**src/mf3_pkg.sv**
```systemverilog
// ----------------------------------------------------------------------------
// mf3_pkg
// Shared widths, types and limits of the 3x3 median filter.
// ----------------------------------------------------------------------------
package mf3_pkg;

    localparam int MAX_WIDTH  = 1024;
    localparam int MAX_HEIGHT = 1024;

    localparam int PIX_W     = 8;
    localparam int DIM_W     = 11;
    localparam int COL_W     = $clog2(MAX_WIDTH);
    localparam int ROW_W     = $clog2(MAX_HEIGHT);
    localparam int CNT_W     = COL_W + ROW_W;
    localparam int WIN_SIZE  = 9;
    localparam int CFG_IDX_W = 1;

    typedef logic [PIX_W-1:0] pix_t;

    // row-major 3x3 window, element 0 is the oldest pixel of the top row
    typedef logic [WIN_SIZE-1:0][PIX_W-1:0] win_t;

    typedef struct packed {
        win_t win;
        pix_t bypass;
        logic interior;
        logic frame_end;
    } med_in_t;

endpackage

```
**src/mf3_median.sv**
```systemverilog
// ----------------------------------------------------------------------------
// mf3_median
// Three-stage median-of-nine pipeline with output register and backpressure.
// ----------------------------------------------------------------------------
module mf3_median (
    input  logic             aclk,
    input  logic             aresetn,
    input  logic             in_valid,
    output logic             in_ready,
    input  mf3_pkg::med_in_t in_data,
    output logic             m_valid,
    input  logic             m_ready,
    output mf3_pkg::pix_t    m_pixel,
    output logic             m_last
);
    import mf3_pkg::*;

    typedef logic [2:0][PIX_W-1:0] trio_t;

    typedef struct packed {
        pix_t max_lo;
        pix_t med_mid;
        pix_t min_hi;
        pix_t bypass;
        logic interior;
        logic frame_end;
    } cand_t;

    function automatic pix_t min2(input pix_t a, input pix_t b);
        return (a < b) ? a : b;
    endfunction

    function automatic pix_t max2(input pix_t a, input pix_t b);
        return (a < b) ? b : a;
    endfunction

    function automatic pix_t med3(input pix_t a, input pix_t b, input pix_t c);
        return max2(min2(a, b), min2(max2(a, b), c));
    endfunction

    function automatic trio_t sort3(input pix_t a, input pix_t b, input pix_t c);
        trio_t r;
        r[0] = min2(min2(a, b), c);
        r[1] = med3(a, b, c);
        r[2] = max2(max2(a, b), c);
        return r;
    endfunction

    logic    a_valid_reg;
    logic    b_valid_reg;
    logic    out_valid_reg;
    med_in_t a_reg;
    med_in_t a_next;
    cand_t   b_reg;
    cand_t   b_next;
    pix_t    pix_out_reg;
    pix_t    pix_out_next;
    logic    last_out_reg;
    logic    a_rdy;
    logic    b_rdy;
    logic    out_rdy;

    assign out_rdy  = !out_valid_reg || m_ready;
    assign b_rdy    = !b_valid_reg || out_rdy;
    assign a_rdy    = !a_valid_reg || b_rdy;
    assign in_ready = a_rdy;

    // sort each row
    always_comb begin
        trio_t t;
        a_next = in_data;
        for (int r = 0; r < 3; r++) begin
            t = sort3(in_data.win[3*r], in_data.win[3*r+1], in_data.win[3*r+2]);
            a_next.win[3*r]   = t[0];
            a_next.win[3*r+1] = t[1];
            a_next.win[3*r+2] = t[2];
        end
    end

    // max of minima, median of middles, min of maxima
    always_comb begin
        b_next.max_lo    = max2(max2(a_reg.win[0], a_reg.win[3]), a_reg.win[6]);
        b_next.med_mid   = med3(a_reg.win[1], a_reg.win[4], a_reg.win[7]);
        b_next.min_hi    = min2(min2(a_reg.win[2], a_reg.win[5]), a_reg.win[8]);
        b_next.bypass    = a_reg.bypass;
        b_next.interior  = a_reg.interior;
        b_next.frame_end = a_reg.frame_end;
    end

    always_comb begin
        if (b_reg.interior) begin
            pix_out_next = med3(b_reg.max_lo, b_reg.med_mid, b_reg.min_hi);
        end else begin
            pix_out_next = b_reg.bypass;
        end
    end

    always_ff @(posedge aclk) begin
        if (!aresetn) begin
            a_valid_reg   <= 1'b0;
            b_valid_reg   <= 1'b0;
            out_valid_reg <= 1'b0;
        end else begin
            if (a_rdy) begin
                a_valid_reg <= in_valid;
            end
            if (b_rdy) begin
                b_valid_reg <= a_valid_reg;
            end
            if (out_rdy) begin
                out_valid_reg <= b_valid_reg;
            end
        end
    end

    always_ff @(posedge aclk) begin
        if (a_rdy && in_valid) begin
            a_reg <= a_next;
        end
        if (b_rdy && a_valid_reg) begin
            b_reg <= b_next;
        end
        if (out_rdy && b_valid_reg) begin
            pix_out_reg  <= pix_out_next;
            last_out_reg <= b_reg.frame_end;
        end
    end

    assign m_valid = out_valid_reg;
    assign m_pixel = pix_out_reg;
    assign m_last  = last_out_reg;

endmodule

```
**config.mk**
```make
export PLATFORM = sky130hd
export DESIGN_NAME = mf3_median
export DESIGN_NICKNAME = d
export VERILOG_FILES = /design/src/mf3_pkg.sv /design/src/mf3_median.sv
export SDC_FILE = /design/constraint.sdc
export NUM_CORES = 1
export LEC_CHECK = 0
export ABC_CLOCK_PERIOD_IN_PS = 10800
export BUFFER_PORTS_ARGS = -buffer_cell sky130_fd_sc_hd__clkbuf_2
export CAP_MARGIN = 20
export CORE_UTILIZATION = 46
export DETAILED_ROUTE_END_ITERATION = 12
export GPL_TIMING_DRIVEN = 1
export PLACE_DENSITY = 0.67
export SLEW_MARGIN = 20
export SYNTH_ARGS = -nofsm -noshare
export SYNTH_HDL_FRONTEND = slang
export SYNTH_SLANG_ARGS = --single-unit
```
**constraint.sdc**
```tcl
create_clock -name aclk -period 10.8 [get_ports aclk]
set_input_delay 2.7 -clock aclk [delete_from_list [all_inputs] [get_ports aclk]]
set_output_delay 2.7 -clock aclk [all_outputs]
set_load 0.02 [all_outputs]
```
==> results.py <==
metrics = {
    "finish": {
        "largest_register_ffs": 82,
        "regArea_sq_mm": 0.00381,
        "syn_to_final_growth_pct": 12.7,
        "post-route-util_pct": 53.1,
        "multi_input_area_sq_mm": 0.00629,
        "nFillCells": 2076,
        "fin_nets": 1432,
        "final_area_sq_mm": 0.0121,
        "stdcell_count": 1490,
        "diodes": 0,
        "final_layout_size_suffix_gt1_share_pct": 18.9,
    },
    "power": {
        "p_sw_share_pct": 42.9,
        "p_int_mw": 1.73,
        "clock_power_share_pct": 18.7,
        "p_comb_share_pct": 55.2,
        "seqPwrFrac_pct": 26.0,
        "power_density_mw_per_mm2": 251,
        "peakVddDrop_mv": 0.151,
        "total_leakage_power_nw": 5.55,
        "switchingPower_mw": 1.30,
    },
    "setup_path": {
        "worst-r2r-setup-slack_ns": 4.48,
        "reg2reg_from": "a_reg[20]",
        "crit_chain": "clkbuf_2 -> inv_1 -> ha_1 -> a21oi_1 -> o21a_1 -> o211ai_1 -> a21oi_4 -> mux2_2 -> ha_1 -> a211oi_1 -> nor2_1 -> o32ai_1 -> a31o_1 -> mux2i_1 -> ha_1 -> a21o_1 -> a21o_1 -> a221oi_1 -> nand2_1 -> nor3_1 -> nor4_2",
        "critPathBufInv": 2,
        "critPathLaunchType": "primary input",
        "cpLargestDelayFamily": "compound AO/OA/AOI/OAI gates",
        "critPathMaxStageDelay_ns": 0.82,
        "cp_common_cell": "ha_1",
        "crit_path_end_kind": "flop",
        "worstPathMaxFanout": 26,
        "r2r_end": "b_reg[20]",
        "cp_slowest_cell": "a31o_1",
        "criticalPathCategory": "in -> reg",
        "critPathRequiredTime_ns": 10.97,
        "cp.arrival_ns": 8.94,
        "ff2ff_path_depth": 19,
    },
    "timing": {
        "setup_violations": 0,
        "fin_crit_ns": 8.77,
        "fin_tns_setup_ns": 0,
        "max_freq_mhz": 114,
        "finalHoldViolations": 0,
        "tightest_slew_ns": 0.964,
        "rsz0062_at_grt": "false",
        "min_period_over_period_pct": 81.2,
        "final_max_slew_viol_count": 0,
        "fin_skew_ns": 0.00679,
        "slew_headroom_pct": 35.8,
    },
    "placement": {
        "placed_area_sq_mm": 0.0114,
        "place_hpwl_mm": 19.7,
        "globalplace.congestion": 0.852,
        "dp_cells": 1456,
        "io_buffers": 96,
    },
    "route": {
        "drcViolationCount": 0,
        "dr_total_vias": 8157,
        "drtIter0Drc": 487,
        "wl_per_cell_um": 16.3,
        "wirelength_mm": 24.3,
        "firstDrtPassIters": 5,
        "ant_nets": 0,
        "vias_per_cell": 5.47,
    },
    "synth": {
        "post-synth-top-count-cell": "ha_1",
        "ys_seq_elements": 128,
        "syn_area_per_cell_sq_um": 9.72,
        "synthCells": 1100,
        "synthFlopType": "edfxtp_1",
        "yosysWarnings": 0,
        "async_flop_share_pct": 0,
        "synth_edf_count": 125,
        "yosysTopAreaCell": "edfxtp_1",
        "synth_area_sq_mm": 0.0107,
        "synthTopCellsByArea": "edfxtp_1, ha_1, mux2_2",
        "ys_seq_area_share_pct": 35.7,
        "synth_nets": 1340,
        "synth_common_cells": "ha_1, edfxtp_1, inv_1, nand2_1, o21ai_0",
        "synth_top_area_share_pct": 35.1,
        "synthDistinctLibCells": 78,
    },
    "clock_network": {
        "htree_levels": 4,
        "cts.clk_slew.worst_paths_ns": 0.07,
        "cts_tree": "built",
        "cts_buffer_depth": 2,
        "cts_inserted_buffers": 17,
        "clk_latency_ns": 0.42,
        "post_cts_resize_count": 0,
        "clock-sinks": 128,
        "cts_hold_buf": 0,
        "clockRootBuffer": "clkbuf_16",
        "cts_setup_buffers": 0,
    },
    "die": {
        "die_w_um": 154,
        "die_area_sq_mm": 0.0239,
        "row_count": 55,
        "initial_core_util_pct": 47.1,
        "die_height_um": 154,
        "io_pins": 97,
        "core-area_sq_mm": 0.0227,
    },
    "outcome": {
        "status": "finished, final reports clean",
    },
    "global_routing": {
        "grt_pass1_wl_mm": 39.1,
        "grt_start_max_net_pins": 77,
        "grt_pass1_vias": 7805,
        "antenna_found_initial": 0,
        "grt.overflow.total": 0,
        "grt_usage_pct": 21.1,
    },
    "hold_path": {
        "hold_path.class": "reg -> reg",
        "min_to": "b_reg[7]",
        "hp-start": "a_reg[7]",
        "min_path_cells": 0,
    },
    "job": {
        "cap_viol_max_count": 0,
    },
}
==> worst max-delay path by stage <==
stage | to | start | cells after the start | slack, ns
floorplan | a_reg[71] | in_data[68] | 26 | 3.08
global placement | a_reg[42] | in_data[44] | 21 | 1.74
detailed placement | a_reg[42] | in_data[44] | 21 | 1.62
CTS | a_reg[42] | in_data[44] | 21 | 2.08
global route | a_reg[42] | in_data[44] | 22 | 1.36
finish | a_reg[42] | in_data[44] | 21 | 2.03
==> cell type report <==
class                      count  area share, %
clock buffer                  17           3.53
sequential                   128           31.6
timing repair buffer         100           4.40
multi-input combinational    820           52.2
inverter                     125           3.89
clock inverter                15           1.37
tap                          285           2.96
==> power by group through the flow <==
stage | Clock, mW | Sequential, mW | Combinational, mW
2_1_floorplan | 0 | 0.775 | 1.28
3_3_place_gp | 0 | 0.798 | 1.62
3_5_place_dp | 0 | 0.800 | 1.65
4_1_cts | 0.573 | 0.791 | 1.66
5_1_grt | 0.594 | 0.802 | 1.89
6_report | 0.567 | 0.788 | 1.67
==> metrics by stage <==
stage | setup WS [ns] | power (mW) | hold WS [ns]
floorplan | 3.08 | 2.05 | 0.400
global placement | 1.74 | 2.41 | 0.402
detailed placement | 1.62 | 2.45 | 0.405
CTS | 2.08 | 3.02 | 0.421
global route | 1.36 | 3.29 | 0.433
finish | 2.03 | 3.03 | 0.418
==> cells in the final DEF, fill, tap and decap left out, drive strengths merged, types with 15 or more instances in the layout <==
cell      n
ha      154
clkbuf  113
edfxtp  125
nand2   104
a21o     22
mux2     66
inv     135
nand3    22
o21ai   101
nor2b    15
nand4    15
a21oi    80
nor2     75
mux2i    45
==> routing by layer <==
metal  GRT usage (%)  up-vias  part of all wire, %
met5               0        -                    0
met4            7.31        0                  2.0
met2            35.4      154                   48
li1                -     4233                    -
met3            3.08       23                  3.9
met1            27.9     3747                   46
==> cells by family after synthesis <==
family / Yosys count / synth area share [%]
mux: 111 / 11.3
flops: 128 / 35.7
buf+inv: 152 / 5.78
fa+ha+maj: 154 / 18.0
simple gates: 266 / 11.5
compound gates: 289 / 17.7
Power figures use the tool's default switching activity.
